`config.mk`:
```
export PLATFORM = sky130hd
export DESIGN_NAME = html_entity_decoder
export DESIGN_NICKNAME = d
export VERILOG_FILES = /design/src/hed_pkg.sv /design/src/hed_front.sv /design/src/hed_queue.sv /design/src/hed_back.sv /design/src/html_entity_decoder.sv
export VERILOG_INCLUDE_DIRS = /design/src /design/src/src
export SDC_FILE = /design/constraint.sdc
export NUM_CORES = 1
export LEC_CHECK = 0
export BUFFER_PORTS_ARGS = -buffer_cell sky130_fd_sc_hd__buf_2
export CAP_MARGIN = 20
export CORE_MARGIN = 2
export CORE_UTILIZATION = 40
export CTS_BUF_LIST = sky130_fd_sc_hd__clkbuf_2
export DETAILED_ROUTE_END_ITERATION = 12
export GPL_ROUTABILITY_DRIVEN = 0
export PLACE_DENSITY = 0.61
export RECOVER_POWER = 50
export SLEW_MARGIN = 20
export SYNTH_ARGS = -nofsm -noshare
export SYNTH_HDL_FRONTEND = slang
export SYNTH_SLANG_ARGS = --single-unit
export TNS_END_PERCENT = 5
```
`constraint.sdc`:
```
create_clock -name clk -period 10 [get_ports clk]
set_clock_uncertainty 0.2 [all_clocks]
set_input_delay 2 -clock clk [delete_from_list [all_inputs] [get_ports clk]]
set_output_delay 2 -clock clk [all_outputs]
set_load 0.01 [all_outputs]
```
`src/html_entity_decoder_macros.svh`:
```
// Assertion macros shared by the HTML entity decoder modules.
`ifndef HTML_ENTITY_DECODER_MACROS_SVH
`define HTML_ENTITY_DECODER_MACROS_SVH

// The condition must never hold outside reset.
`define HED_ASSERT_NEVER(name, clk, rst, cond) \
  name: assert property (@(posedge clk) disable iff (rst) !(cond)) \
    else $error("decoder check failed: forbidden condition seen");

// Whenever the first condition holds, the second holds in the same cycle.
`define HED_ASSERT_IMPLIES(name, clk, rst, ante, cons) \
  name: assert property (@(posedge clk) disable iff (rst) (ante) |-> (cons)) \
    else $error("decoder check failed: implication broken");

// Whenever the first condition holds, the second holds in the next cycle.
`define HED_ASSERT_NEXT(name, clk, rst, ante, cons) \
  name: assert property (@(posedge clk) disable iff (rst) (ante) |=> (cons)) \
    else $error("decoder check failed: next-cycle implication broken");

`endif

```
`src/hed_pkg.sv`:
```
`timescale 1ns / 1ps
// Types and constants shared by the HTML entity decoder modules.
package hed_pkg;

  localparam int PEND_DEPTH     = 10;
  localparam int WORK_DEPTH     = 11;
  localparam int HEX_DIGITS_MAX = 7;
  localparam int DEC_DIGITS_MAX = 8;
  localparam int CP_W           = 28;
  localparam int QUEUE_DEPTH    = 2;
  localparam int PTR_W          = $clog2(QUEUE_DEPTH);
  localparam int QCNT_W         = $clog2(QUEUE_DEPTH + 1);
  localparam int ADDR_W         = 3;
  localparam int DATA_W         = 32;
  localparam int ENT_COUNT      = 5;

  localparam logic [ADDR_W-3:0] REG_NUMERIC_ENABLE = '0;

  localparam logic [CP_W-1:0] CODE_LIMIT = 28'h0110000;
  localparam logic [CP_W-1:0] UTF_LIM1   = 28'h0000080;
  localparam logic [CP_W-1:0] UTF_LIM2   = 28'h0000800;
  localparam logic [CP_W-1:0] UTF_LIM3   = 28'h0010000;

  localparam logic [7:0] UTF_CONT_MASK = 8'h3f;
  localparam logic [7:0] UTF_LEAD4     = 8'hf0;
  localparam logic [7:0] UTF_LEAD3     = 8'he0;
  localparam logic [7:0] UTF_LEAD2     = 8'hc0;
  localparam logic [7:0] UTF_CONT      = 8'h80;

  localparam logic [7:0] CH_AMP     = 8'h26;
  localparam logic [7:0] CH_HASH    = 8'h23;
  localparam logic [7:0] CH_SEMI    = 8'h3b;
  localparam logic [7:0] CH_LOWER_X = 8'h78;
  localparam logic [7:0] CH_DIGIT_0 = 8'h30;
  localparam logic [7:0] CH_DIGIT_9 = 8'h39;
  localparam logic [7:0] CH_UPPER_A = 8'h41;
  localparam logic [7:0] CH_UPPER_F = 8'h46;
  localparam logic [7:0] CH_LOWER_A = 8'h61;
  localparam logic [7:0] CH_LOWER_F = 8'h66;

  // Entity names, leading ampersand in the top byte, padded with zero bytes.
  typedef logic [5:0][7:0] ent_name_t;
  localparam ent_name_t ENT_NAME [ENT_COUNT] = '{
    "&quot;", {"&amp;", 8'h00}, "&apos;", {"&lt;", 16'h0000}, {"&gt;", 16'h0000}
  };
  localparam logic [2:0] ENT_LEN [ENT_COUNT] = '{3'd6, 3'd5, 3'd6, 3'd4, 3'd4};
  localparam logic [7:0] ENT_VAL [ENT_COUNT] = '{8'h22, 8'h26, 8'h27, 8'h3c, 8'h3e};

  typedef struct packed {
    logic [7:0] in_byte;
    logic       in_last;
  } item_t;

  typedef struct packed {
    logic [7:0]  out_byte;
    logic        run_last;
    logic        stream_end;
    logic [15:0] replacements;
  } result_t;

  typedef logic [WORK_DEPTH-1:0][7:0] work_t;

  typedef struct packed {
    work_t       bytes;
    logic [3:0]  count;
    logic        last;
    logic [15:0] total;
  } cmd_t;

  typedef enum logic [1:0] {
    CLS_FAIL,
    CLS_PREFIX,
    CLS_MATCH
  } cls_t;

endpackage

```
`src/hed_front.sv`:
```
`timescale 1ns / 1ps
// Front end: holds the pending candidate, classifies each byte and issues output bursts.
`include "html_entity_decoder_macros.svh"
module hed_front (
  input  logic           clk,
  input  logic           rst,
  input  logic           numeric_enable,
  input  logic           take,
  input  hed_pkg::item_t item,
  output logic           cmd_push,
  output hed_pkg::cmd_t  cmd
);
  import hed_pkg::*;

  logic [7:0]           pend [PEND_DEPTH];
  logic [3:0]           pend_count, pend_count_next;
  logic [ENT_COUNT-1:0] alive, alive_next;
  logic [CP_W-1:0]      cp, cp_next;
  logic [15:0]          total, total_next;

  logic [7:0]           c;
  logic                 last;
  logic [3:0]           n;
  work_t                work;
  logic                 hash_cand, is_hex, numeric, dec_ok, hex_ok, dig_ok;
  logic [3:0]           v, ndig, maxd;
  logic [CP_W-1:0]      cp_step;
  logic [ENT_COUNT-1:0] step_alive, ent_done;
  logic [7:0]           named_val;
  work_t                rep;
  logic [3:0]           rep_len;
  cls_t                 cls;
  logic                 pend_we;
  logic [3:0]           pend_wpos;
  logic                 total_inc;
  logic [15:0]          total_after;

  assign c    = item.in_byte;
  assign last = item.in_last;
  assign n    = pend_count;

  always_comb begin
    for (int k = 0; k < PEND_DEPTH; k++) begin
      work[k] = (4'(k) < n) ? pend[k] : c;
    end
    work[PEND_DEPTH] = c;
  end

  always_comb begin
    hash_cand = (n >= 4'd2) && (pend[1] == CH_HASH);
    is_hex    = (n >= 4'd3) && (pend[2] == CH_LOWER_X);
    dec_ok    = c inside {[CH_DIGIT_0:CH_DIGIT_9]};
    hex_ok    = dec_ok || (c inside {[CH_UPPER_A:CH_UPPER_F], [CH_LOWER_A:CH_LOWER_F]});
    dig_ok    = is_hex ? hex_ok : dec_ok;
    v         = dec_ok ? c[3:0] : c[3:0] + 4'd9;
    ndig      = n - (is_hex ? 4'd3 : 4'd2);
    maxd      = is_hex ? 4'(HEX_DIGITS_MAX) : 4'(DEC_DIGITS_MAX);
    cp_step   = is_hex ? {cp[CP_W-5:0], v} : (cp << 3) + (cp << 1) + CP_W'(v);
    numeric   = numeric_enable && ((n == 4'd1) ? (c == CH_HASH) : hash_cand);
  end

  always_comb begin
    named_val = '0;
    for (int i = 0; i < ENT_COUNT; i++) begin
      step_alive[i] = 1'b0;
      for (int k = 1; k < 6; k++) begin
        if (n == 4'(k) && ENT_NAME[i][5-k] == c && 3'(k) < ENT_LEN[i]) begin
          step_alive[i] = alive[i];
        end
      end
      ent_done[i] = step_alive[i] && (ENT_LEN[i] == 3'(n + 4'd1));
      if (ent_done[i]) begin
        named_val = named_val | ENT_VAL[i];
      end
    end
  end

  always_comb begin
    rep     = '0;
    rep_len = 4'd1;
    if (!numeric) begin
      rep[0] = named_val;
    end else if (cp < UTF_LIM1) begin
      rep[0] = cp[7:0];
    end else if (cp < UTF_LIM2) begin
      rep[0]  = UTF_LEAD2 | {3'b000, cp[10:6]};
      rep[1]  = UTF_CONT | (cp[7:0] & UTF_CONT_MASK);
      rep_len = 4'd2;
    end else if (cp < UTF_LIM3) begin
      rep[0]  = UTF_LEAD3 | {4'b0000, cp[15:12]};
      rep[1]  = UTF_CONT | (cp[13:6] & UTF_CONT_MASK);
      rep[2]  = UTF_CONT | (cp[7:0] & UTF_CONT_MASK);
      rep_len = 4'd3;
    end else begin
      rep[0]  = UTF_LEAD4 | {5'b00000, cp[20:18]};
      rep[1]  = UTF_CONT | (cp[19:12] & UTF_CONT_MASK);
      rep[2]  = UTF_CONT | (cp[13:6] & UTF_CONT_MASK);
      rep[3]  = UTF_CONT | (cp[7:0] & UTF_CONT_MASK);
      rep_len = 4'd4;
    end
  end

  always_comb begin
    if (numeric) begin
      if (n == 4'd1 || (n == 4'd2 && c == CH_LOWER_X)) begin
        cls = CLS_PREFIX;
      end else if (dig_ok) begin
        cls = (ndig >= maxd) ? CLS_FAIL : CLS_PREFIX;
      end else if (c == CH_SEMI && ndig != 4'd0 && cp < CODE_LIMIT) begin
        cls = CLS_MATCH;
      end else begin
        cls = CLS_FAIL;
      end
    end else if (|ent_done) begin
      cls = CLS_MATCH;
    end else if (|step_alive) begin
      cls = CLS_PREFIX;
    end else begin
      cls = CLS_FAIL;
    end
  end

  assign total_inc   = (n != 4'd0) && (cls == CLS_MATCH);
  assign total_after = (total_inc && total != '1) ? total + 16'd1 : total;

  always_comb begin
    cmd_push        = 1'b0;
    cmd.bytes       = work;
    cmd.count       = n + 4'd1;
    cmd.last        = last;
    cmd.total       = total_after;
    pend_we         = 1'b0;
    pend_wpos       = '0;
    pend_count_next = pend_count;
    alive_next      = alive;
    cp_next         = cp;
    total_next      = total;
    if (take) begin
      total_next = last ? '0 : total_after;
      if (n == 4'd0) begin
        if (c == CH_AMP && !last) begin
          pend_we         = 1'b1;
          pend_count_next = 4'd1;
          alive_next      = '1;
          cp_next         = '0;
        end else begin
          cmd_push = 1'b1;
        end
      end else begin
        case (cls)
          CLS_PREFIX: begin
            if (last) begin
              cmd_push = 1'b1;
            end else begin
              pend_we         = 1'b1;
              pend_wpos       = n;
              pend_count_next = n + 4'd1;
              alive_next      = step_alive;
              cp_next         = (numeric && dig_ok) ? cp_step : cp;
            end
          end
          CLS_MATCH: begin
            cmd_push        = 1'b1;
            cmd.bytes       = rep;
            cmd.count       = rep_len;
            pend_count_next = '0;
            cp_next         = '0;
          end
          default: begin
            cmd_push = 1'b1;
            cp_next  = '0;
            if (c == CH_AMP && !last) begin
              cmd.count       = n;
              pend_we         = 1'b1;
              pend_count_next = 4'd1;
              alive_next      = '1;
            end else begin
              pend_count_next = '0;
            end
          end
        endcase
      end
      if (last) begin
        pend_count_next = '0;
        cp_next         = '0;
      end
    end
  end

  always_ff @(posedge clk) begin
    if (rst) begin
      pend_count <= '0;
      alive      <= '0;
      cp         <= '0;
      total      <= '0;
    end else begin
      pend_count <= pend_count_next;
      alive      <= alive_next;
      cp         <= cp_next;
      total      <= total_next;
    end
  end

  always_ff @(posedge clk) begin
    for (int k = 0; k < PEND_DEPTH; k++) begin
      if (pend_we && pend_wpos == 4'(k)) begin
        pend[k] <= c;
      end
    end
  end

  `HED_ASSERT_NEVER(a_pend_bound, clk, rst, pend_count > 4'(PEND_DEPTH))

endmodule

```
`src/hed_queue.sv`:
```
`timescale 1ns / 1ps
// Short queue of output bursts between the front end and the back end.
`include "html_entity_decoder_macros.svh"
module hed_queue (
  input  logic          clk,
  input  logic          rst,
  input  logic          push,
  input  hed_pkg::cmd_t wdata,
  input  logic          pop,
  output hed_pkg::cmd_t rdata,
  output logic          full,
  output logic          valid
);
  import hed_pkg::*;

  cmd_t              slot [QUEUE_DEPTH];
  logic [PTR_W-1:0]  wr_ptr, wr_ptr_next;
  logic [PTR_W-1:0]  rd_ptr, rd_ptr_next;
  logic [QCNT_W-1:0] count, count_next;

  assign rdata = slot[rd_ptr];
  assign full  = (count == QCNT_W'(QUEUE_DEPTH));
  assign valid = (count != '0);

  always_comb begin
    wr_ptr_next = push ? wr_ptr + 1'b1 : wr_ptr;
    rd_ptr_next = pop ? rd_ptr + 1'b1 : rd_ptr;
    count_next  = count + QCNT_W'(push) - QCNT_W'(pop);
  end

  always_ff @(posedge clk) begin
    if (rst) begin
      wr_ptr <= '0;
      rd_ptr <= '0;
      count  <= '0;
    end else begin
      wr_ptr <= wr_ptr_next;
      rd_ptr <= rd_ptr_next;
      count  <= count_next;
    end
  end

  always_ff @(posedge clk) begin
    if (push) begin
      slot[wr_ptr] <= wdata;
    end
  end

  `HED_ASSERT_NEVER(a_no_overflow, clk, rst, push && full)
  `HED_ASSERT_IMPLIES(a_pop_nonempty, clk, rst, pop, count != '0)
  `HED_ASSERT_NEXT(a_push_fills, clk, rst, push && !pop, count != '0)

endmodule

```
`src/hed_back.sv`:
```
`timescale 1ns / 1ps
// Back end: plays each queued burst out one byte per beat and marks its ends.
module hed_back (
  input  logic             clk,
  input  logic             rst,
  input  hed_pkg::cmd_t    head,
  input  logic             head_valid,
  output logic             head_pop,
  input  logic             pop,
  output logic             empty,
  output hed_pkg::result_t result
);
  import hed_pkg::*;

  logic [3:0] idx, idx_next;
  logic       at_end;

  assign at_end = (idx == head.count - 4'd1);
  assign empty  = !head_valid;

  always_comb begin
    result.out_byte     = head.bytes[idx];
    result.run_last     = at_end;
    result.stream_end   = at_end && head.last;
    result.replacements = (at_end && head.last) ? head.total : '0;
    head_pop            = pop && head_valid && at_end;
    idx_next            = idx;
    if (pop && head_valid) begin
      idx_next = at_end ? '0 : idx + 4'd1;
    end
  end

  always_ff @(posedge clk) begin
    if (rst) begin
      idx <= '0;
    end else begin
      idx <= idx_next;
    end
  end

endmodule

```
`src/html_entity_decoder.sv`:
```
`timescale 1ns / 1ps
// Top level of the streaming HTML entity decoder.
// Input bytes enter as beats on push/full; a beat is taken when push is high and full is low.
// Decoded bytes leave as beats on empty/pop; the oldest byte is shown while empty is low.
// The front end takes one input beat per cycle whenever the internal burst queue (two
// entries) has room; a byte that only extends a pending entity produces no output.
// Each input that resolves gives a burst of 1 to 11 output bytes, which waits in the burst
// queue and is played out at one byte per cycle while the receiver holds pop high.
// run_last marks the last byte of each burst; stream_end and the replacement count come
// with the final byte of the text.
// When the receiver holds pop low the queue fills and full rises; nothing is lost.
// The APB port holds numeric_refs_enable at address 0; change it only while idle.
// Reset empties the queue, drops any pending candidate, clears the count and sets
// numeric references on.
module html_entity_decoder (
  input  logic                         clk,
  input  logic                         rst,
  input  logic                         push,
  output logic                         full,
  input  hed_pkg::item_t               item,
  output logic                         empty,
  input  logic                         pop,
  output hed_pkg::result_t             result,
  input  logic                         psel,
  input  logic                         penable,
  input  logic                         pwrite,
  input  logic [hed_pkg::ADDR_W-1:0]   paddr,
  input  logic [hed_pkg::DATA_W-1:0]   pwdata,
  output logic [hed_pkg::DATA_W-1:0]   prdata,
  output logic                         pready
);
  import hed_pkg::*;

  logic numeric_refs_enable;
  logic reg_hit;
  logic take;
  logic cmd_push;
  cmd_t cmd;
  cmd_t head;
  logic head_valid;
  logic head_pop;
  logic q_full;

  assign pready  = 1'b1;
  assign reg_hit = (paddr[ADDR_W-1:2] == REG_NUMERIC_ENABLE);
  assign prdata  = reg_hit ? {{(DATA_W-1){1'b0}}, numeric_refs_enable} : '0;

  always_ff @(posedge clk) begin
    if (rst) begin
      numeric_refs_enable <= 1'b1;
    end else if (psel && penable && pwrite && pready && reg_hit) begin
      numeric_refs_enable <= pwdata[0];
    end
  end

  assign full = q_full;
  assign take = push && !q_full;

  hed_front u_front (
    .clk            (clk),
    .rst            (rst),
    .numeric_enable (numeric_refs_enable),
    .take           (take),
    .item           (item),
    .cmd_push       (cmd_push),
    .cmd            (cmd)
  );

  hed_queue u_queue (
    .clk   (clk),
    .rst   (rst),
    .push  (cmd_push),
    .wdata (cmd),
    .pop   (head_pop),
    .rdata (head),
    .full  (q_full),
    .valid (head_valid)
  );

  hed_back u_back (
    .clk        (clk),
    .rst        (rst),
    .head       (head),
    .head_valid (head_valid),
    .head_pop   (head_pop),
    .pop        (pop),
    .empty      (empty),
    .result     (result)
  );

endmodule

```
; Yosys cells after proc, flatten, opt, wreduce, memory -nomap -nowiden
; Memories as Yosys holds them, arrays and structs flattened. A register that Yosys moved wholly into a read port is not among the register bits.
; Cells that the tools add are included.
[op_classes]
reduce_logical = 75
n_eq_ne = 43
add_sub_neg = 12
n_lt_le_gt_ge = 24
n_bitwise = 1
muxes = 151
[ops]
columns = op, count
row1 = $mux W8, 23
row2 = $mux W92, 2
row3 = $mux W28, 6
row4 = $mux W4, 23
row5 = $mux W88, 1
row6 = $eq A7 B8 Y1 const A, 10
row7 = $mux W16, 5
row8 = $reduce_or A8 Y1, 9
row9 = $mux W1, 69
row10 = $logic_and A1 B1 Y1, 50
row11 = $mux W24, 2
row12 = $bmux W8 S4, 1
row13 = $eq A8 B6 Y1 const B, 4
row14 = $mux W6, 5
row15 = $add A28 B28 Y28, 1
row16 = $add A28 B4 Y28, 1
row17 = $lt A28 B12 Y1 const B, 1
row18 = $lt A28 B17 Y1 const B, 1
row19 = $lt A28 B21 Y1 const B, 1
row20 = $lt A28 B8 Y1 const B, 1
row21 = $eq A4 B3 Y1 const B, 6
row22 = $mux W22, 1
row23 = $add A16 B1 Y16 const B, 1
row24 = $eq A4 B2 Y1 const B, 4
row25 = other kinds (46), 78
[totals]
output_inout_bits = 61
regBits = 62
memories = 2
ram_bits = 298
[memory_table]
columns = name, depth, word_bits, read_ports, rd_clocked_by_memory_dff, write_ports, line_no
row1 = u_queue.slot, 2, 109, 1, 1, 1, hed_queue.sv:16  ; cmd_t slot [QUEUE_DEPTH];
row2 = u_front.pend, 10, 8, 10, 0, 1, hed_front.sv:15  ; logic [7:0] pend [PEND_DEPTH];

; Depth between registers and ports, before layout
; Gate-level depths: netlist of the first run.
; An unclocked memory read counts as a cell.
[logic_depth]
word_depth = 30
depth_mapped = 27
depth_no_buf = 22

; Cells and area by module
; A second synthesis of the first run with hierarchy kept.
[hier_totals]
hier_cells = 1706
hier_area_um2 = 19560.0
[modules_own_cells]
columns = module, seq_area_each_um2, n_inst, area_per_inst_um2, cells_each
row1 = hed_front, 3463.3, 1, 9948.3, 1165
row2 = hed_queue, 6646.4, 1, 8109.0, 360
row3 = hed_back, 80.1, 1, 1181.1, 140
row4 = html_entity_decoder, 20.0, 1, 321.6, 41

; Worst setup path before layout of the first run
; OpenSTA, ideal clock, no wires.
[synth_timing]
kind = in2reg
from = in item[1] in the netlist's numbering
to = mem u_queue.slot[0][0] in the netlist's numbering, enable pin
arrival_ps = 9445
path_stages = 15
slack_ps = -236
n_path_buf = 1
path_cell_list = ha_1 -> or3b_1 -> nor3_1 -> a32o_1 -> o21ai_1 -> o221a_2 -> o211a_1 -> nand2_1 -> o21ai_0 -> ha_1 -> clkbuf_1 -> nand2_1 -> o21ai_0 -> a21oi_1 -> nor2b_1
[synth_between]
elab_chain_len = 17
[synth_rtl]
columns = element, line_no
row1 = from (decl), html_entity_decoder.sv:20  ; input hed_pkg::item_t item,
row2 = $eq A7 B8 Y1, hed_front.sv:67  ; if (n == 4'(k) && ENT_NAME[i][5-k] == c && 3'(k) < ENT_LEN[i]) begin
row3 = $logic_and A1 B1 Y1, hed_front.sv:67
row4 = $mux W1 (5 in series), hed_front.sv:67
row5 = $reduce_or A5 Y1 or $logic_and A1 B1 Y1 (tied branches), "hed_front.sv:116, hed_front.sv:71"
row6 = $mux W1 or $reduce_or A5 Y1 (tied branches), "hed_front.sv:116, hed_front.sv:114"
row7 = $mux W2, hed_front.sv:114  ; end else if (|ent_done) begin
row8 = $mux W2, hed_front.sv:104  ; if (numeric) begin
row9 = $eq A2 B1 Y1, hed_front.sv:150  ; case (cls)
row10 = $mux W1, hed_front.sv:150
row11 = $mux W1 (*), hed_front.sv:140  ; if (n == 4'd0) begin
row12 = $mux W1 (*), hed_front.sv:138  ; if (take) begin
row13 = $mux W1 (*), hed_queue.sv:44  ; if (push) begin
row14 = $mux W1 (implied by the code) (*), hed_queue.sv:45  ; slot[wr_ptr] <= wdata;
row15 = to (decl), hed_queue.sv:16
; Mark *: on every way between the ends. The rest lies on a longest branch, timed or not.

; Worst setup path in the final report of the first run
[layout_timing]
from = in item[2] in the netlist's numbering
to = mem u_queue.slot[0][12] in the netlist's numbering, enable pin
; Same word-level chain as after synthesis.

==> summary.txt, run 1 <==
Status -> complete, but fails checks
Violated checks -> max-capacitance violations, max-slew violations
Critical path origin -> item[2]
Initial antenna violation count -> 1
Initial Util -> 40.44%
Ys Warns -> 0
Synthesis-to-layout area growth -> 6.878%
Max layer used -> met5
Worst reg2reg setup slack -> 2.19 ns
Detailed Place HPWL -> 30,800 um
Largest net degree at the start of global routing -> 58
Drt total wl -> 47,010 um
Die ar. -> 48,830 um^2
Core ar. -> 46,560 um^2
Clock tree sinks -> 361
Residual DRC count -> 0
Fin. Hold Viols -> 0
Post-synth cell types -> 86
Post-layout worst setup margin -> 1.711 ns
Met2 wire len -> 22,060 um
FFs w/ async S/R, synth -> 0%
WL met3 -> 3039 um
Synthesized cell area -> 18,830 um^2
Clock H-tree levels -> 3
WL/cell -> 20.14 um
Routed Antenna Nets -> 0
Mapped Cells -> 1,600
Placement Rows -> 79
FILL cells -> 4,385
Critical R2R Launch -> u_front.n[1]
RR Endpoint -> u_queue.slot[0][12]
CP endpoint kind -> flop
DR pass1 iterations -> 7
Crit path to -> u_queue.slot[0][12]
Worst Path Class, Setup -> input port to flop
Pleak -> 7.412 nW
Clock slew at reported path FFs -> 0.10 ns
Pre-CTS setup slack -> 2.138 ns
Clock tree root buffer cell -> clkbuf_2
Initial DRC count -> 1,151
Min Tclk post-route -> 8.289 ns
Longest Clk Path Bufs -> 3
CTS buffer count -> 88
Post-cts gate resize count -> 0
Worst Tran Pin Value -> 2.342 ns
Vias in the first global route -> 12,880
Main synth FF type -> edfxtp_1
Register bit total from synthesis -> 361
CP Launch Type -> input port
Max cap viols -> 5
Syn_area_per_cell -> 11.77 um^2
RSZ-0062 raised after global routing -> false
Crit path DAT -> 8.62 ns
Worst Hold Class -> flop to flop
Number of port buffers -> 46
Die height -> 221.0 um
Nets -> 1,795
Global-route wire length before repair -> 73,240 um
Power per Cell Area -> 165.2 nW/um^2
EDFF count, synth -> 298
Clk_lat worst skew -> 1.02 ns
Number of top-level pins -> 112
Final Cycle Share -> 82.89%
Vias/cell -> 5.640
Count of final setup violators -> 0
Worst slew margin -> -56.37%
Layout cells sized above 1 -> 14.37%
CP required -> 10.33 ns
Fin Setup TNS -> 0 ns
Metal-1 WL -> 20,660 um
Routed vias -> 13,160
Reg2reg path depth -> 21
Crit-path max FO -> 25
Sequential share of the synthesized area -> 54.22%
# hold bufs at CTS -> 0
Final Max Tran Viols -> 172
Gr usage total -> 18.92%
Grt ovf -> 0
CTS tree -> yes
Peak supply drop -> 0.2185 mV
Die W -> 221.0 um
Maximum clock rate -> 120.6 MHz
Post-CTS setup buffers -> 0
[worst max-delay path, cell delays in order]
cell      delay (ns)
clkbuf_1        0.99
ha_1            0.54
or3b_1          0.47
nor3_1          0.56
a32o_1          0.23
o21ai_0         0.20
o221a_2         0.33
o211a_1         0.16
nand2_1         0.08
o21ai_0         0.09
ha_1            0.37
nand2_1         0.09
o21ai_0         0.09
a21oi_1         0.41
nor2b_1         0.99
clkbuf_1        0.98
[cell type report]
| cell class | instances | area (um^2) | area share, % |
|---|---|---|---|
| diodes | 1 | 2.502 | 0.01243 |
| clock buffers | 114 | 570.5 | 2.835 |
| clock inverters | 35 | 185.2 | 0.9202 |
| inverters | 30 | 112.6 | 0.5596 |
| multi-input cells | 1117 | 7918 | 39.34 |
| flip-flops and latches | 361 | 10210 | 50.74 |
| well taps | 607 | 759.5 | 3.774 |
| repair buffers | 69 | 365.4 | 1.815 |
[flip-flops by register name, summed over array words and instances (netlist names), named ones only]
signal / flops
u_front.total: 16
u_back.idx: 4
numeric_refs_enable: 1
u_queue.rd_ptr: 1
u_front.pend: 80
u_queue.slot: 218
u_front.cp: 28
u_front.alive: 5
u_queue.wr_ptr: 1
u_queue.count: 2
u_front.n: 4
[worst min-delay path by stage]
| stage | start | end | slack [ns] | cells past startpoint |
|---|---|---|---|---|
| after detailed placement | u_queue.rd_ptr | flop | 0.30 | 2 |
| final | u_queue.rd_ptr | flop | 0.32 | 2 |
| after global routing | u_queue.rd_ptr | flop | 0.35 | 2 |
| after global placement | u_front.total[15] | u_front.total[15] | 0.29 | 2 |
| after CTS | u_queue.rd_ptr | flop | 0.32 | 2 |
| after floorplan | u_front.alive[3] | u_front.alive[3] | 0.27 | 2 |
[cells by family after synthesis]
| logic type | synth area share [%] |
|---|---|
| and+or+nand+nor | 13.01 |
| DFF | 54.22 |
| AOI/OAI and AO/OA | 10.95 |
| buffers and inverters | 3.954 |
| muxes | 10.02 |
| adders and majority gates | 5.196 |
| xor gates and xnor gates | 2.605 |
| other | 0.03988 |
[power breakdown]
part           leakage (nW)  internal [mW]  total (mW)  switching, mW
Clock                 0.565          0.343       0.938          0.596
Sequential             3.27           1.80        1.84         0.0435
Combinational          3.58          0.215       0.548          0.333
Total                  7.41           2.35        3.32          0.972
[Yosys cell counts, types with 6 or more instances]
cell / number / share of area [%]
a21boi_0: 6 / 0.24
a21o_1: 12 / 0.48
a21oi_1: 120 / 3.2
a22oi_1: 29 / 1.2
a31oi_1: 9 / 0.30
and2_1: 19 / 0.63
and3_1: 20 / 0.66
buf_1: 8 / 0.16
buf_2: 13 / 0.35
buf_4: 38 / 1.5
clkbuf_1: 61 / 1.2
dfxtp_1: 63 / 6.7
edfxtp_1: 298 / 48
ha_1: 75 / 5.0
inv_1: 28 / 0.56
mux2_2: 12 / 0.72
mux2i_1: 67 / 3.6
mux4_2: 48 / 5.7
nand2_1: 144 / 2.9
nand2b_1: 13 / 0.43
nand3_1: 32 / 0.85
nand4_1: 17 / 0.56
nor2_1: 150 / 3.0
nor2b_1: 9 / 0.30
nor3_1: 22 / 0.58
nor4_1: 11 / 0.37
o21ai_0: 62 / 1.6
o21ai_1: 11 / 0.29
o22ai_1: 26 / 0.86
or3_1: 10 / 0.33
xnor2_1: 29 / 1.3
xor2_1: 27 / 1.3
[cell usage in the layout, fill, tap and decap left out, drive strengths merged, types with 7 or more instances in the layout]
master and n:
and2 21, edfxtp 298, a21boi 7, dfxtp 63, nor3 26, inv 31, nand3 34, xnor2 29
mux2 12, nor4 13, a22oi 29, buf 39, nor2 151, o22ai 26, or3 10, nand2 145
clkinv 31, o21ai 74, conb 32, and3 20, nand4 18, mux2i 67, xor2 27, nor2b 9
clkbuf 144, ha 75, nand2b 13, mux4 48, a21oi 121, a21o 12, a31oi 9
[per-stage QoR]
stage / hold slack [ns] / instance area [um^2] / std cells / utilization (%) / total power, mW
after detailed placement: 0.3029 / 19500 / 2183 / 41.89 / 2.432
after global placement: 0.2914 / 19500 / 2183 / 41.89 / 2.418
final: 0.3166 / 20120 / 2334 / 43.23 / 3.325
after floorplan: 0.2714 / 18940 / 1630 / - / 2.258
after CTS: 0.3223 / 20260 / 2332 / 43.52 / 3.363
after global routing: 0.3538 / 20120 / 2334 / 43.23 / 3.486
[layer usage]
metal  global-route usage (%)  up-vias
met1                    25.89     6453
met2                    29.99      487
li1                         -     6135
met3                    3.240       87
met5                   0.4888        -
met4                    7.469        2
Note: power is estimated with default switching activity, not from simulation.
==> run 2: changes to the inputs <==
--- a/config.mk
+++ b/config.mk
@@ -13,7 +13,7 @@
 export CTS_BUF_LIST = sky130_fd_sc_hd__clkbuf_2
 export DETAILED_ROUTE_END_ITERATION = 12
 export GPL_ROUTABILITY_DRIVEN = 0
-export PLACE_DENSITY = 0.61
+export PLACE_DENSITY = 0.59
 export RECOVER_POWER = 50
 export SLEW_MARGIN = 20
 export SYNTH_ARGS = -nofsm -noshare
==> constraint.sdc (replaced) <==
create_clock -name clk -period 8.7 [get_ports clk]
set_clock_uncertainty 0.2 [all_clocks]
set_input_delay 1.74 -clock clk [delete_from_list [all_inputs] [get_ports clk]]
set_output_delay 1.74 -clock clk [all_outputs]
set_load 0.01 [all_outputs]
==> run 2 against run 1 <==
The run still ends with max-capacitance violations, max-slew violations left. Worst hold slack improved by 0.0094 ns. Non-clock buffer count rose by 5. Critical path depth rose by 6. Via count fell by 1.1%. Sequential power rose by 15%. Final cell count rose by 0.56%. Flip-flop and latch count did not move. Largest cell class unchanged. Highest routed layer is now met4.
==> summary.txt, run 2 (synthesis results as in run 1) <==
Largest net degree at the start of global routing -> 93 (was 58)
Fin. Hold Viols -> 0 (unchanged)
Grt ovf -> 0 (unchanged)
Crit path DAT -> 8.25 ns (was 8.62 ns)
Final Cycle Share -> 86.54%
DR pass1 iterations -> 7 (unchanged)
Fin Setup TNS -> 0 ns (unchanged)
Crit-path max FO -> 27 (was 25)
Vias in the first global route -> 12,810 (was 12,880)
Residual DRC count -> 0 (unchanged)
Post-cts gate resize count -> 0 (unchanged)
Peak supply drop -> 0.2369 mV (was 0.2185 mV)
Initial antenna violation count -> 2 (was 1)
Most common cell after layout, fill and taps aside -> edfxtp_1 (unchanged)
Switch Pwr -> 1.121 mW (was 0.9722 mW)
Total power -> 3.883 mW (was 3.325 mW)
Switching Share -> 28.87% (was 29.24%)
Max cap viols -> 5 (unchanged)
Routed vias -> 13,010 (was 13,160)
Combinational power share -> 16.4% (was 16.5%)
Synthesis-to-layout area growth -> 7.529% (was 6.878%)
Status -> complete, but fails checks (unchanged)
Final Max Tran Viols -> 168 (was 172)
Min Tclk post-route -> 7.529 ns
Max reg flops -> 218 (unchanged)
Placement Rows -> 79 (unchanged)
CP Launch Type -> flop (was input port)
Clock tree sinks -> 361 (unchanged)
Initial Util -> 40.44% (unchanged)
Worst Hold Class -> flop to flop (unchanged)
Gr usage total -> 19.24% (was 18.92%)
Clk_lat worst skew -> 1.02 ns (about the same)
Die height -> 221.0 um (unchanged)
Most frequent cells in the layout -> edfxtp_1 (298), nor2_1 (149), nand2_1 (144) (was edfxtp_1 (298), nor2_1 (151), nand2_1 (145))
Die W -> 221.0 um (unchanged)
Post-CTS setup buffers -> 0 (unchanged)
Maximum clock rate -> 132.8 MHz
Worst slew margin -> -68.15% (was -56.37%)
Clock tree root buffer cell -> clkbuf_2 (unchanged)
Layout cells sized above 1 -> 14.28% (was 14.37%)
CP required -> 9.42 ns (was 10.33 ns)
Number of port buffers -> 46 (unchanged)
Die ar. -> 48,830 um^2 (unchanged)
Drt total wl -> 47,610 um (was 47,010 um)
Core ar. -> 46,560 um^2 (unchanged)
Flop pwr share -> 54.4% (was 55.3%)
Number of top-level pins -> 112 (unchanged)
Pleak -> 7.443 nW (was 7.412 nW)
Final Cell Area -> 20,250 um^2 (was 20,120 um^2)
Power per Cell Area -> 191.8 nW/um^2 (was 165.2 nW/um^2)
Routed Antenna Nets -> 0 (unchanged)
Global-route wire length before repair -> 73,770 um (was 73,240 um)
Count of final setup violators -> 0 (unchanged)
CTS buffer count -> 90 (was 88)
Vias/cell -> 5.545 (was 5.640)
Longest Clk Path Bufs -> 3 (unchanged)
CTS tree -> yes (unchanged)
Detailed Place HPWL -> 31,530 um (was 30,800 um)
RSZ-0062 raised after global routing -> false (unchanged)
Clock slew at reported path FFs -> 0.12 ns (was 0.10 ns)
Nets -> 1,802 (was 1,795)
Register bank with the most flops -> u_queue.slot (unchanged)
Clk network pwr share -> 29.2% (was 28.2%)
Clock H-tree levels -> 3 (unchanged)
Worst Tran Pin Value -> 2.519 ns (was 2.342 ns)
WL/cell -> 20.29 um (was 20.14 um)
# hold bufs at CTS -> 0 (unchanged)
Internal -> 2.762 mW (was 2.353 mW)
CP endpoint kind -> flop (unchanged)
Largest regs -> u_queue.slot: 218 flops, u_front.pend: 80 flops, u_front.cp: 28 flops (unchanged)
FILL cells -> 4,425 (was 4,385)
Initial DRC count -> 961 (was 1,151)
Hold_ws -> 0.3260 ns (was 0.3166 ns)
Placed cell area -> 19,560 um^2 (was 19,500 um^2)
Violated checks -> max-capacitance violations, max-slew violations (unchanged)
Worst Path Class, Setup -> flop to flop (was input port to flop)
-- run 2: worst paths after layout --
path                                         from                end  slack [ns]  depth (start not counted)
worst max-delay path                 u_front.n[0]  u_front.total[11]        1.17                         22
worst min register to register  u_front.total[15]  u_front.total[15]        0.33                          2
worst max register to register       u_front.n[0]  u_front.total[11]        1.17                         22
worst min-delay path            u_front.total[15]  u_front.total[15]        0.33                          2
-- run 2: power by group through the flow --
| stage | Sequential [mW] | Clock [mW] | Combinational (mW) |
|---|---|---|---|
| after floorplan | 2.14 | 0 | 0.451 |
| after detailed placement | 2.16 | 0 | 0.651 |
| after global routing | 2.13 | 1.26 | 0.688 |
| after global placement | 2.15 | 0 | 0.643 |
| after CTS | 2.12 | 1.17 | 0.652 |
| final | 2.11 | 1.13 | 0.635 |
-- run 2: cell type report --
cell class	count	area (um^2)	share of cell area [%]
antenna	3	7.507	0.03708
timing repair buffer	74	362.8	1.792
sequential	361	10210	50.43
multi-input combinational	1117	7981	39.42
tap	607	759.5	3.751
inverter	30	112.6	0.5562
clock buffer	127	635.6	3.139
clock inverter	28	176.4	0.8713
-- run 2: critical path, cell delays in order, from the launching register on --
cell     delay (ns)
dfxtp_1        0.83
ha_1           0.58
or3_1          0.56
nand3_4        0.35
inv_1          0.77
ha_1           0.28
inv_1          0.06
ha_1           0.29
ha_1           0.28
inv_1          0.03
o21ai_0        0.15
a21o_1         0.14
a21oi_1        0.06
a21oi_1        0.26
o21a_1         0.16
ha_1           0.40
nand2_2        0.15
a21oi_1        0.65
nand4_4        0.28
nor2_2         0.27
nand3_1        0.15
or3_1          0.37
a21oi_1        0.15
-- run 2: routing by layer --
| layer | up-vias | part of all wire, % | global-route usage (%) |
|---|---|---|---|
| met5 | - | 0 | 0 |
| met4 | 0 | 1.8 | 6.084 |
| met3 | 60 | 6.6 | 3.984 |
| met2 | 415 | 48 | 31.24 |
| met1 | 6374 | 44 | 25.89 |
| li1 | 6164 | - | - |
-- run 2: per-stage QoR --
stage	setup slack, ns	std cells	utilization, %
after floorplan	0.8202	1630	-
after global placement	1.825	2189	42.01
after detailed placement	1.844	2189	42.01
after CTS	1.804	2344	43.75
after global routing	0.7258	2347	43.49
final	1.171	2347	43.49
==> run 3: changes to the inputs <==
--- a/config.mk
+++ b/config.mk
@@ -13,6 +13,7 @@
 export CTS_BUF_LIST = sky130_fd_sc_hd__clkbuf_2
 export DETAILED_ROUTE_END_ITERATION = 12
 export GPL_ROUTABILITY_DRIVEN = 0
+export GPL_TIMING_DRIVEN = 0
 export PLACE_DENSITY = 0.59
 export RECOVER_POWER = 50
 export SLEW_MARGIN = 20
==> run 3 against run 2 <==
The run now ends clean. Core utilization is 1.2 points higher. Final cell count grew 4.7%. Cell area rose by 2.7%. Critical path type unchanged. Combinational power increased by 14%. Flip-flop and latch count unchanged. Worst setup slack worse by 0.34 ns. Non-clock buffer count is 101 higher. Die area unchanged. Critical endpoint is now u_front.total[15]. Global-route usage rose by 2.2 points.
==> summary.txt, run 3 (synthesis results as in run 1) <==
Gr usage total -> 21.39% (was 19.24%)
Initial DRC count -> 1,256 (was 961)
Post-layout worst setup margin -> 0.8354 ns (was 1.171 ns)
Maximum clock rate -> 127.2 MHz (was 132.8 MHz)
Detailed Place HPWL -> 37,350 um (was 31,530 um)
Crit path DAT -> 8.56 ns (was 8.25 ns)
Worst Hold Class -> flop to flop (unchanged)
Hold_ws -> 0.3203 ns (was 0.3260 ns)
Largest regs -> u_queue.slot: 218 flops, u_front.pend: 80 flops, u_front.cp: 28 flops (unchanged)
Clock tree root buffer cell -> clkbuf_2 (unchanged)
Largest net degree at the start of global routing -> 53 (was 93)
Layout cells sized above 1 -> 15.09% (was 14.28%)
Global-route wire length before repair -> 80,860 um (was 73,770 um)
Worst Tran Pin Value -> 1.345 ns (was 2.519 ns)
Die W -> 221.0 um (unchanged)
Crit-path max FO -> 12 (was 27)
DR pass1 iterations -> 7 (unchanged)
Critical path origin -> u_front.n[1] (was u_front.n[0])
Reg2reg path depth -> 26 (was 22)
Total power -> 3.952 mW (was 3.883 mW)
Number of top-level pins -> 112 (unchanged)
Routed Antenna Nets -> 0 (unchanged)
Longest Clk Path Bufs -> 3 (unchanged)
Worst Path Class, Setup -> flop to flop (unchanged)
Clock slew at reported path FFs -> 0.11 ns (was 0.12 ns)
Worst slew margin -> 9.639% (was -68.15%)
Most frequent cells in the layout -> edfxtp_1 (298), nor2_1 (151), nand2_1 (145) (was edfxtp_1 (298), nor2_1 (149), nand2_1 (144))
Max cap viols -> 0 (was 5)
Register bank with the most flops -> u_queue.slot (unchanged)
Initial Util -> 40.44% (unchanged)
Residual DRC count -> 0 (unchanged)
Min Tclk post-route -> 7.865 ns (was 7.529 ns)
CTS tree -> yes (unchanged)
CP Launch Type -> flop (unchanged)
# hold bufs at CTS -> 0 (unchanged)
Die height -> 221.0 um (unchanged)
Clock tree sinks -> 361 (unchanged)
Vias/cell -> 5.582 (was 5.545)
CTS buffer count -> 89 (was 90)
CP required -> 9.40 ns (was 9.42 ns)
Slowest-stage cell, CP -> dfxtp_1 (unchanged)
Critical Path Max Stage Delay -> 0.68 ns (was 0.83 ns)
Crit path to -> u_front.total[15] (was u_front.total[11])
Synthesis-to-layout area growth -> 10.46% (was 7.529%)
Power per Cell Area -> 190.0 nW/um^2 (was 191.8 nW/um^2)
Final Cycle Share -> 90.40% (was 86.54%)
Final Max Tran Viols -> 0 (was 168)
RR Endpoint -> u_front.total[15] (was u_front.total[11])
Critical R2R Launch -> u_front.n[1] (was u_front.n[0])
Vias in the first global route -> 13,560 (was 12,810)
Grt ovf -> 0 (unchanged)
Status -> finished, final reports clean (was complete, but fails checks)
Initial antenna violation count -> 1 (was 2)
Placement Rows -> 79 (unchanged)
Worst reg2reg setup slack -> 0.84 ns (was 1.17 ns)
Peak supply drop -> 0.1023 mV (was 0.2369 mV)
RSZ-0062 raised after global routing -> false (unchanged)
Post-CTS setup buffers -> 0 (unchanged)
Core ar. -> 46,560 um^2 (unchanged)
Routed vias -> 13,710 (was 13,010)
Drt total wl -> 52,820 um (was 47,610 um)
Nets -> 1,902 (was 1,802)
Die ar. -> 48,830 um^2 (unchanged)
Number of port buffers -> 45 (was 46)
Most common cell after layout, fill and taps aside -> edfxtp_1 (unchanged)
Count of final setup violators -> 0 (unchanged)
CP dominant cell by count -> ha_1 (unchanged)
WL/cell -> 21.50 um (was 20.29 um)
Clk_lat worst skew -> 1.01 ns (was 1.02 ns)
Pleak -> 7.741 nW (was 7.443 nW)
Max reg flops -> 218 (unchanged)
Pre-CTS setup slack -> 0.5387 ns (was 1.844 ns)
Fin. Hold Viols -> 0 (unchanged)
CP endpoint kind -> flop (unchanged)
Post-cts gate resize count -> 0 (unchanged)
Clock H-tree levels -> 3 (unchanged)
[run 3: cell type report]
cell class | instances | area [um^2]
clock inverter | 37 | 182.7
inverter | 30 | 112.6
multi-input combinational | 1117 | 7933
fill | 4405 | 25760
tap | 607 | 759.5
antenna | 1 | 2.502
timing repair buffer | 53 | 342.8
clock buffer | 129 | 645.6
buffer | 122 | 610.6
sequential | 361 | 10210
[run 3: power breakdown]
part / total [mW] / internal [mW] / leakage [nW] / switching [mW]
clock network: 1.13 / 0.433 / 0.607 / 0.696
logic: 0.721 / 0.282 / 3.86 / 0.439
registers: 2.10 / 2.06 / 3.27 / 0.0406
[run 3: worst min-delay path by stage]
stage,startpoint,end,slack [ns],depth (start not counted)
3_3_place_gp,u_queue.rd_ptr,u_queue.rd_ptr,0.29,2
4_1_cts,u_queue.rd_ptr,flop,0.32,2
2_1_floorplan,u_front.alive[3],u_front.alive[3],0.27,2
5_1_grt,u_front.total[11],u_front.total[11],0.37,2
6_report,u_queue.rd_ptr,flop,0.32,2
3_5_place_dp,u_queue.rd_ptr,flop,0.30,2
[run 3: metrics by stage]
stage          instance area [um^2]  TNS (ns)  cells  util, %
2_1_floorplan                 18940         0   1630        -
3_3_place_gp                  19930   -475.22   2282    42.81
3_5_place_dp                  20090         0   2289    43.16
4_1_cts                       20920         0   2455    44.94
5_1_grt                       20800         0   2457    44.67
6_report                      20800         0   2457    44.67
[run 3: critical path, delay by kind of cell (launching register included)]
family / cells / cell delay (ns)
buf+inv: 7 / 2.08
simple gates: 7 / 1.97
compound gates: 7 / 1.60
fa+ha+maj: 5 / 1.22
flops: 1 / 0.68
[run 3: routing by layer]
metal  track usage (%)  wire length, um  vias up  part of all wire [%]
li1                  -                -     6366                     -
met2             34.96            25200      505                    48
met5                 0                0        -                     0
met4             7.686             1333        0                   2.5
met3             3.413             3494       89                   6.6
met1             28.88            22790     6754                    43
